**src/ccdrbg_mod_unit.sv**
```systemverilog
// ----------------------------------------------------------------------------
// ccdrbg_mod_unit
// Bit-serial 64-bit remainder, one dividend bit per cycle.
// ----------------------------------------------------------------------------
module ccdrbg_mod_unit (
    input  logic        aclk,
    input  logic        aresetn,
    input  logic        start,
    input  logic [63:0] dividend,
    input  logic [63:0] divisor,
    output logic        done,
    output logic [63:0] remainder
);

    logic [63:0] rem_reg;
    logic [63:0] dvd_reg;
    logic [63:0] dvs_reg;
    logic [5:0]  cnt_reg;
    logic        busy_reg;
    logic        done_reg;
    logic [64:0] trial;
    logic [64:0] diff;

    assign trial = {rem_reg, dvd_reg[63]};
    assign diff  = trial - {1'b0, dvs_reg};

    always_ff @(posedge aclk) begin
        if (!aresetn) begin
            busy_reg <= 1'b0;
            done_reg <= 1'b0;
            cnt_reg  <= '0;
        end else begin
            done_reg <= 1'b0;
            if (start) begin
                busy_reg <= 1'b1;
                cnt_reg  <= '0;
            end else if (busy_reg) begin
                cnt_reg <= cnt_reg + 1'b1;
                if (cnt_reg == 6'd63) begin
                    busy_reg <= 1'b0;
                    done_reg <= 1'b1;
                end
            end
        end
    end

    always_ff @(posedge aclk) begin
        if (start) begin
            rem_reg <= '0;
            dvd_reg <= dividend;
            dvs_reg <= divisor;
        end else if (busy_reg) begin
            // restoring step: keep the difference when it does not borrow
            rem_reg <= diff[64] ? trial[63:0] : diff[63:0];
            dvd_reg <= {dvd_reg[62:0], 1'b0};
        end
    end

    assign done      = done_reg;
    assign remainder = rem_reg;

endmodule

```
**config.mk**
```make
export PLATFORM = sky130hd
export DESIGN_NAME = ccdrbg_mod_unit
export DESIGN_NICKNAME = d
export VERILOG_FILES = /design/src/ccdrbg_mod_unit.sv
export SDC_FILE = /design/constraint.sdc
export NUM_CORES = 1
export LEC_CHECK = 0
export CAP_MARGIN = 25
export CORE_ASPECT_RATIO = 0.6
export CORE_MARGIN = 2
export CORE_UTILIZATION = 40
export CTS_CLUSTER_SIZE = 28
export DETAILED_ROUTE_END_ITERATION = 10
export DONT_BUFFER_PORTS = 1
export GPL_TIMING_DRIVEN = 1
export PLACE_DENSITY = 0.57
export SETUP_SLACK_MARGIN = 0.3
export SLEW_MARGIN = 30
export SYNTH_ARGS = -nofsm -noshare
export SYNTH_HDL_FRONTEND = slang
export SYNTH_SLANG_ARGS = --single-unit
```
**constraint.sdc**
```tcl
create_clock -name aclk -period 8.4 [get_ports aclk]
set_clock_uncertainty 0.15 [all_clocks]
set_input_delay 0.84 -clock aclk [delete_from_list [all_inputs] [get_ports aclk]]
set_output_delay 0.84 -clock aclk [all_outputs]
set_load 0.05 [all_outputs]
```
==> flow_metrics.tcl, run 1 <==
set metrics [dict create \
    outcome "completed" \
    drv_slew 0 \
    synth_top_family_by_area "compound AO/OA/AOI/OAI gates" \
    post-place-ws_ns 3.36 \
    antenna_found_initial 1 \
    rsz0062_at_grt "no" \
    synthMuxAreaShare_pct 9.56 \
    fin_tns_setup_ns 0 \
    place_congestion 0.922 \
    yosys.area_share.simple_pct 11.5 \
    wire_per_inst_um 20.0 \
    ys_seq_area_share_pct 44.0 \
    finalSetupViolCount 0 \
    drtIter0Drc 743 \
    root_buffer "clkbuf_16" \
    cts.sinks 200 \
    portBuffers 0 \
    hold_buffers 0 \
    grt_use_total_pct 20.1 \
    clkLatencyLatePin_ns 0.45 \
    cts_tree "yes" \
    synth_fa_ha_area_share_pct 6.93 \
    dieArea_mm2 0.0315 \
    synth_xor_area_share_pct 4.30 \
    use_met3_pct 6.11 \
    top_usage_layer "met1" \
    rrSetupSlack_ns 3.38 \
    grt_overflow 0 \
    ys_top_cells_by_count "edfxtp_1, nor2_1, inv_1" \
    final-seq-area_mm2 0.00529 \
    rows 49 \
    synth_top_area_share_pct 32.0 \
    ys_seq_elements 200 \
    switching_share_pct 31.4 \
    hold_path_class "primary input to register" \
    synth_cell_types 76 \
    internal_power_mw 1.74 \
    p_seq_share_pct 49.5 \
    first_pass_iters 5 \
    async_reset_ff_share_pct 0 \
    dieWidth_um 228 \
    crit_chain "inv_1 > fa_1 > nand2b_1 > a21o_1 > a21oi_1 > o21ai_2 > a2111oi_2 > o41a_1 > and3_2 > buf_4 > nand2_1 > o221ai_1" \
    grt_max_degree 187 \
    syn_area_mm2 0.0120 \
    max_freq_mhz 199 \
    crit_required_ns 8.62 \
    n_fill_cell 2821 \
    final_cells 1585 \
    final_nets 1361 \
    viasPerCell 5.59 \
    cts-htree-levels 4 \
    yosysTopAreaCell "edfxtp_1" \
    final_antenna_net_count 0 \
    finalHoldViolCount 0 \
    use_met2_pct 26.8 \
    power_density_mw_per_mm2 198 \
    clk_pin_slew_worst_paths_ns 0.08 \
    leakage_nw 4.95 \
    slew_headroom_pct 38.8 \
    areaGrowthSynthToFinish_pct 6.33 \
    drive_gt1_share_pct 10.7 \
    dp_hpwl_um 23100 \
    cts_max_path_buffers 2 \
    synth-edff-count 128 \
    synth_most_common_cell "edfxtp_1" \
    vias 8862 \
    fin_hold_ws_ns 0.328 \
    crit_type "register to register" \
    synth_area_per_cell_um2 9.96 \
    antenna_cells 0 \
    core-area_mm2 0.0297 \
    power.switching_uw 794 \
    grt_pass1_vias 8453 \
    cp_max_fo 35 \
    cap_violations 0 \
    ys_warn_count 0 \
    tightestPinTransition_ns 0.910 \
    wl_um 31800 \
    fin_crit_ns 5.02 \
    finalWorstSetupSlack_ns 3.38 \
    synth_nets 1404 \
    cts_resized 0 \
    ys.flop_type "edfxtp_1" \
    ir_drop_mv 0.131 \
    arrival_ns 5.24 \
    crit_path_end_kind "register" \
    remaining_drc_errors 0 \
    cts_made_buffers 17 \
    placed_cells 1553 \
    met1_usage_pct 31.2 \
    cp_slowest_cell "dfxtp_1" \
    grt_pass1_wl_um 49800 \
    start_util_pct 40.4 \
    max_stage_delay_ns 0.72 \
    post_cts_buffers 0 \
    ios 196 \
    fin_crit_sh_pct 59.8 \
    die_h_um 138 \
    ys_top_cells_by_area "edfxtp_1, dfxtp_1, ha_1" \
    start_kind "register" \
    synth_compound_area_share_pct 18.2 \
    power_frac_comb_pct 18.8 \
    multi_input_area_mm2 0.00607 \
    synthCells 1207 \
    power_frac_clock_pct 31.7 \
]
[cells by family (layout without fill, tap and decap cells)]
group | Yosys count | after routing
compound gates | 326 | 326
xor+xnor | 59 | 59
fa+ha+maj | 66 | 66
buf+inv | 154 | 124
flops | 200 | 200
mux | 107 | 107
simple gates | 295 | 295
[final cells by class]
class	count	share of cell area (%)
inverter	88	2.58
multi-input combinational	853	47.5
clock inverter	14	0.949
tap	408	3.99
timing repair buffer	4	0.235
clock buffer	18	3.36
sequential	200	41.4
[power groups by stage]
stage	registers [mW]	logic, mW	clock network [mW]
detailed placement	1.28	0.466	0
floorplan	1.25	0.387	0
finish	1.25	0.476	0.802
CTS	1.26	0.470	0.830
global placement	1.28	0.466	0
global route	1.26	0.528	0.866
[through the flow]
stage,instance area [um^2],utilization (%),total power [mW]
after floorplan,12000,-,1.64
after global placement,12200,41.1,1.74
after detailed placement,12200,41.1,1.74
after CTS,12800,43.0,2.56
after global routing,12800,43.0,2.66
final,12800,43.0,2.53
[path summary, 6_finish.rpt]
check | startpoint | end | cells past startpoint
setup / recovery | remainder[0] | remainder[53] | 12
hold / removal | divisor[0] | dvs_reg[0] | 0
setup reg to reg | remainder[0] | remainder[53] | 12
hold reg to reg | cnt_reg[5] | cnt_reg[5] | 2
[metal layers]
layer / part of all wire [%] / wire (um)
met1: 52 / 16600
met2: 39 / 12400
met3: 7.1 / 2260
met4: 1.3 / 400
met5: 0.050 / 16
[layout by cell type, fill, tap and decap left out, types with 17 or more instances in the layout]
cell type  count
mux2_2        63
o21ai_0       50
nor2_1       113
mux2i_1       44
a21oi_1       86
ha_1          65
nand2_1       70
xor2_1        22
a211oi_1      53
dfxtp_1       71
inv_1         86
a21o_1        40
xnor2_1       37
edfxtp_1     128
clkbuf_16     17
nand4_1       24
[worst max-delay path: cells and delay by family, from the launching register on]
kind,cells,cell delay (ns)
fa+ha+maj,1,0.50
simple gates,3,1.24
buf+inv,2,0.84
flops,1,0.72
compound gates,6,1.48
No activity file was read; power rests on OpenSTA's default activity.
==> run 2: changes to the inputs <==
clock period = 5 ns   (was 8.4 ns; I/O delays follow)
==> flow_metrics.tcl, run 2 (same netlist as run 1, synthesis figures left out) <==
set metrics [dict create \
    grt_pass1_vias 8942 \
    clkLatencyLatePin_ns 0.46 \
    cts_made_buffers 17 \
    final-seq-area_mm2 0.00529 \
    fin_hold_ws_ns 0.0420 \
    remaining_drc_errors 0 \
    start_util_pct 40.4 \
    viasPerCell 5.47 \
    leakage_nw 5.58 \
    worstSetupStartpoint "remainder[46]" \
    rsz0062_at_grt "no" \
    reg2reg_depth 12 \
    grt_overflow 0 \
    wl_um 33300 \
    hold_path_class "primary input to register" \
    final_cells 1719 \
    antenna_found_initial 0 \
    finalHoldViolCount 0 \
    core-area_mm2 0.0297 \
    drive_gt1_share_pct 14.3 \
    wire_per_inst_um 19.4 \
    n_fill_cell 2805 \
    die_h_um 138 \
    grt_max_degree 138 \
    worstHoldStart "start" \
    fin_crit_sh_pct 88.6 \
    grt_use_total_pct 21.1 \
    clk_pin_slew_worst_paths_ns 0.08 \
    cts_max_path_buffers 2 \
    crit_type "register to register" \
    r2r-end "remainder[8]" \
    post_cts_buffers 0 \
    tightestPinTransition_ns 0.878 \
    drtIter0Drc 838 \
    drv_slew 0 \
    root_buffer "clkbuf_16" \
    cts_tree "yes" \
    dieWidth_um 228 \
    ir_drop_mv 0.233 \
    layout_common_cells "edfxtp_1, nor2_1, inv_1, a21oi_1, dfxtp_1" \
    fin_crit_ns 4.43 \
    timing.rr.start "remainder[46]" \
    cp_max_fo 29 \
    multi_input_area_mm2 0.00607 \
    start_kind "register" \
    fin_tns_setup_ns 0 \
    cts.sinks 200 \
    rows 49 \
    outcome "completed" \
    crit_required_ns 5.15 \
    arrival_ns 4.58 \
    max_freq_mhz 226 \
    dp_hpwl_um 23300 \
    final_nets 1495 \
    placed_cells 1616 \
    dieArea_mm2 0.0315 \
    vias 9402 \
    antenna_cells 0 \
    slew_headroom_pct 41.3 \
    cts-htree-levels 4 \
    final_common_cell "edfxtp_1" \
    power.total_mw 4.39 \
    rrSetupSlack_ns 0.57 \
    finalSetupViolCount 0 \
    grt_pass1_wl_um 52100 \
    cp-endpoint "remainder[8]" \
    first_pass_iters 5 \
    crit_path_end_kind "register" \
    ios 196 \
    cap_violations 0 \
    final_antenna_net_count 0 \
    portBuffers 0 \
    place_congestion 0.912 \
    areaGrowthSynthToFinish_pct 16.4 \
    cts_resized 0 \
    power_density_mw_per_mm2 314 \
]
## run 2: worst max-delay path, stage by stage, from the launching register on
cell and delay (ns):
dfxtp_1 0.30, buf_4 0.19, ha_1 0.54, nand2_1 0.16, nor2_1 0.18, nand4_1 0.21, or2_0 0.34, a2111oi_2 0.55
o41a_1 0.23, and3_2 0.73, buf_4 0.37, mux2i_1 0.23, a211oi_1 0.08
## run 2: worst min path at each step
| stage | endpoint | cells after the start | slack, ns |
|---|---|---|---|
| global placement | cnt_reg[5] | 2 | 0.32 |
| detailed placement | cnt_reg[5] | 2 | 0.32 |
| global route | dvs_reg[52] | 0 | 0.02 |
| CTS | dvs_reg[48] | 0 | 0.003 |
| floorplan | cnt_reg[5] | 2 | 0.30 |
| finish | dvs_reg[52] | 0 | 0.04 |
## run 2: layer usage
metal | part of all wire (%) | track usage, %
met4 | 1.4 | 4.99
met5 | 0 | 0
met2 | 40 | 29.0
met1 | 51 | 32.5
met3 | 7.5 | 5.20
## run 2: where the power goes
part | total [mW] | internal (mW) | switching, mW
sequential | 1.96 | 1.90 | 0.0532
clock | 1.37 | 0.693 | 0.675
combinational | 1.06 | 0.403 | 0.657
## run 2: cell type report
class,count,area share (%)
inverter,88,2.36
clock inverter,13,0.867
tap,408,3.65
sequential,200,37.8
timing repair buffer,138,8.83
clock buffer,19,3.09
multi-input combinational,853,43.4
## run 2: stage by stage
| step | utilization, % | area, um^2 | setup slack (ns) |
|---|---|---|---|
| 3_3_place_gp | 42.8 | 12700 | 0.849 |
| 2_1_floorplan | - | 12000 | 1.43 |
| 3_5_place_dp | 42.8 | 12700 | 0.725 |
| 6_report | 47.1 | 14000 | 0.572 |
| 4_1_cts | 47.0 | 14000 | 0.662 |
| 5_1_grt | 47.1 | 14000 | 0.439 |
## run 2: repair_timing
action | in CTS | in global routing
hold buffers | 69 | 2
endpoints found under the hold margin | 90 | 1
endpoints found under the setup margin | 0 | 0
==> run 3: changes to the inputs <==
CORE_UTILIZATION = 65   (was 40)
PLACE_DENSITY = 0.84   (was 0.57)
==> flow_metrics.tcl, run 3 (same netlist as run 1, synthesis figures left out) <==
set metrics [dict create \
    crit_path_end_kind "register" \
    remaining_drc_errors 0 \
    hold_path_class "primary input to register" \
    clkLatencyLatePin_ns 0.45 \
    clk_pin_slew_worst_paths_ns 0.07 \
    tightestPinTransition_ns 0.878 \
    cts_tree "yes" \
    cp_max_fo 30 \
    fin_crit_sh_pct 81.5 \
    finalSetupViolCount 0 \
    n_fill_cell 1296 \
    fin_hold_ws_ns 0.0301 \
    antenna_found_initial 0 \
    wire_per_inst_um 20.5 \
    fin_crit_ns 4.07 \
    crit_type "register to register" \
    dp_hpwl_um 21300 \
    final_nets 1449 \
    r2r-end "remainder[61]" \
    timing.rr.start "remainder[46]" \
    fin_tns_setup_ns 0 \
    dpl_cell_area_mm2 0.0122 \
    areaGrowthSynthToFinish_pct 11.6 \
    rows 38 \
    fin_util_pct 74.1 \
    wl_um 30900 \
    viasPerCell 6.39 \
    worstSetupStartpoint "remainder[46]" \
    core-area_mm2 0.0181 \
    vias 9611 \
    final_antenna_net_count 0 \
    root_buffer "clkbuf_16" \
    worstHoldStart "start" \
    cts_max_path_buffers 2 \
    ir_drop_mv 0.297 \
    final_cells 1505 \
    layout_common_cells "edfxtp_1, nor2_1, inv_1, a21oi_1, dfxtp_1" \
    crit_required_ns 5.19 \
    drtIter0Drc 993 \
    finalWorstSetupSlack_ns 0.925 \
    grt_pass1_vias 9095 \
    slew_headroom_pct 41.3 \
    placed_cells 1404 \
    cts_made_buffers 17 \
    reg2reg_depth 11 \
    final_common_cell "edfxtp_1" \
    outcome "completed" \
    ios 196 \
    arrival_ns 4.26 \
    hold_depth 0 \
    leakage_nw 5.34 \
    start_util_pct 66.4 \
    drive_gt1_share_pct 11.5 \
    drv_slew 0 \
    start_kind "register" \
    cap_violations 0 \
    grt_use_total_pct 31.8 \
    antenna_cells 0 \
    fin_area_mm2 0.0134 \
    grt_pass1_wl_um 48900 \
    cts-htree-levels 4 \
    hold_buffers 68 \
    rrSetupSlack_ns 0.93 \
    post_cts_buffers 0 \
    die_h_um 109 \
    portBuffers 0 \
    finalHoldViolCount 0 \
    rsz0062_at_grt "no" \
    whs_endpoint "dvs_reg[40]" \
    dieWidth_um 180 \
    cts.sinks 200 \
    post-place-ws_ns 1.02 \
    place_congestion 0.983 \
    dieArea_mm2 0.0196 \
    grt_max_degree 164 \
    first_pass_iters 5 \
    power.total_mw 4.32 \
    power_density_mw_per_mm2 322 \
    cts_resized 0 \
    grt_overflow 0 \
    max_freq_mhz 245 \
]
-- run 3: cell count changes in the layout (fill, tap and decap cells not counted), sizes merged --
cell         delta
buf            -45
clkbuf          +2
bufinv          -1
clkinv          -1
dlygate4sd3     -1
-- run 3: power breakdown --
group          switching [mW]  internal, mW
clock network           0.648         0.689
logic                   0.552         0.372
registers               0.155          1.91
-- run 3: cell type report --
type                            instances  area, um^2  area share, %
Multi-Input combinational cell        853        6080           45.3
Sequential cell                       200        5290           39.4
Timing Repair Buffer                   92         863           6.43
Clock buffer                           21         472           3.52
Inverter                               88         330           2.46
Tap cell                              240         300           2.24
Clock inverter                         11        87.6          0.653
-- run 3: how the worst max path moves through the flow --
stage                    endpoint  slack [ns]
detailed placement  remainder[61]        1.02
global route        remainder[61]        0.67
finish              remainder[61]        0.93
global placement    remainder[23]        1.16
floorplan           remainder[61]        1.43
CTS                 remainder[61]        1.00
-- run 3: critical path, cell delays in order (launching register included) --
cell	delay [ns]
dfxtp_1	0.70
ha_1	0.47
nand2_1	0.13
nor2_1	0.19
nand4_1	0.20
or2_0	0.30
a2111oi_2	0.45
o41a_1	0.22
and3_2	0.21
buf_4	0.43
o21ai_1	0.14
a2111oi_2	0.37
-- run 3: per-layer routing --
metal  vias to the layer above  GRT usage, %  part of all wire, %
li1                       4515             -                    -
met4                         0          9.35                  2.1
met2                       535          46.4                   41
met1                      4503          45.1                   45
met3                        58          11.0                   12
met5                         -             0                    0
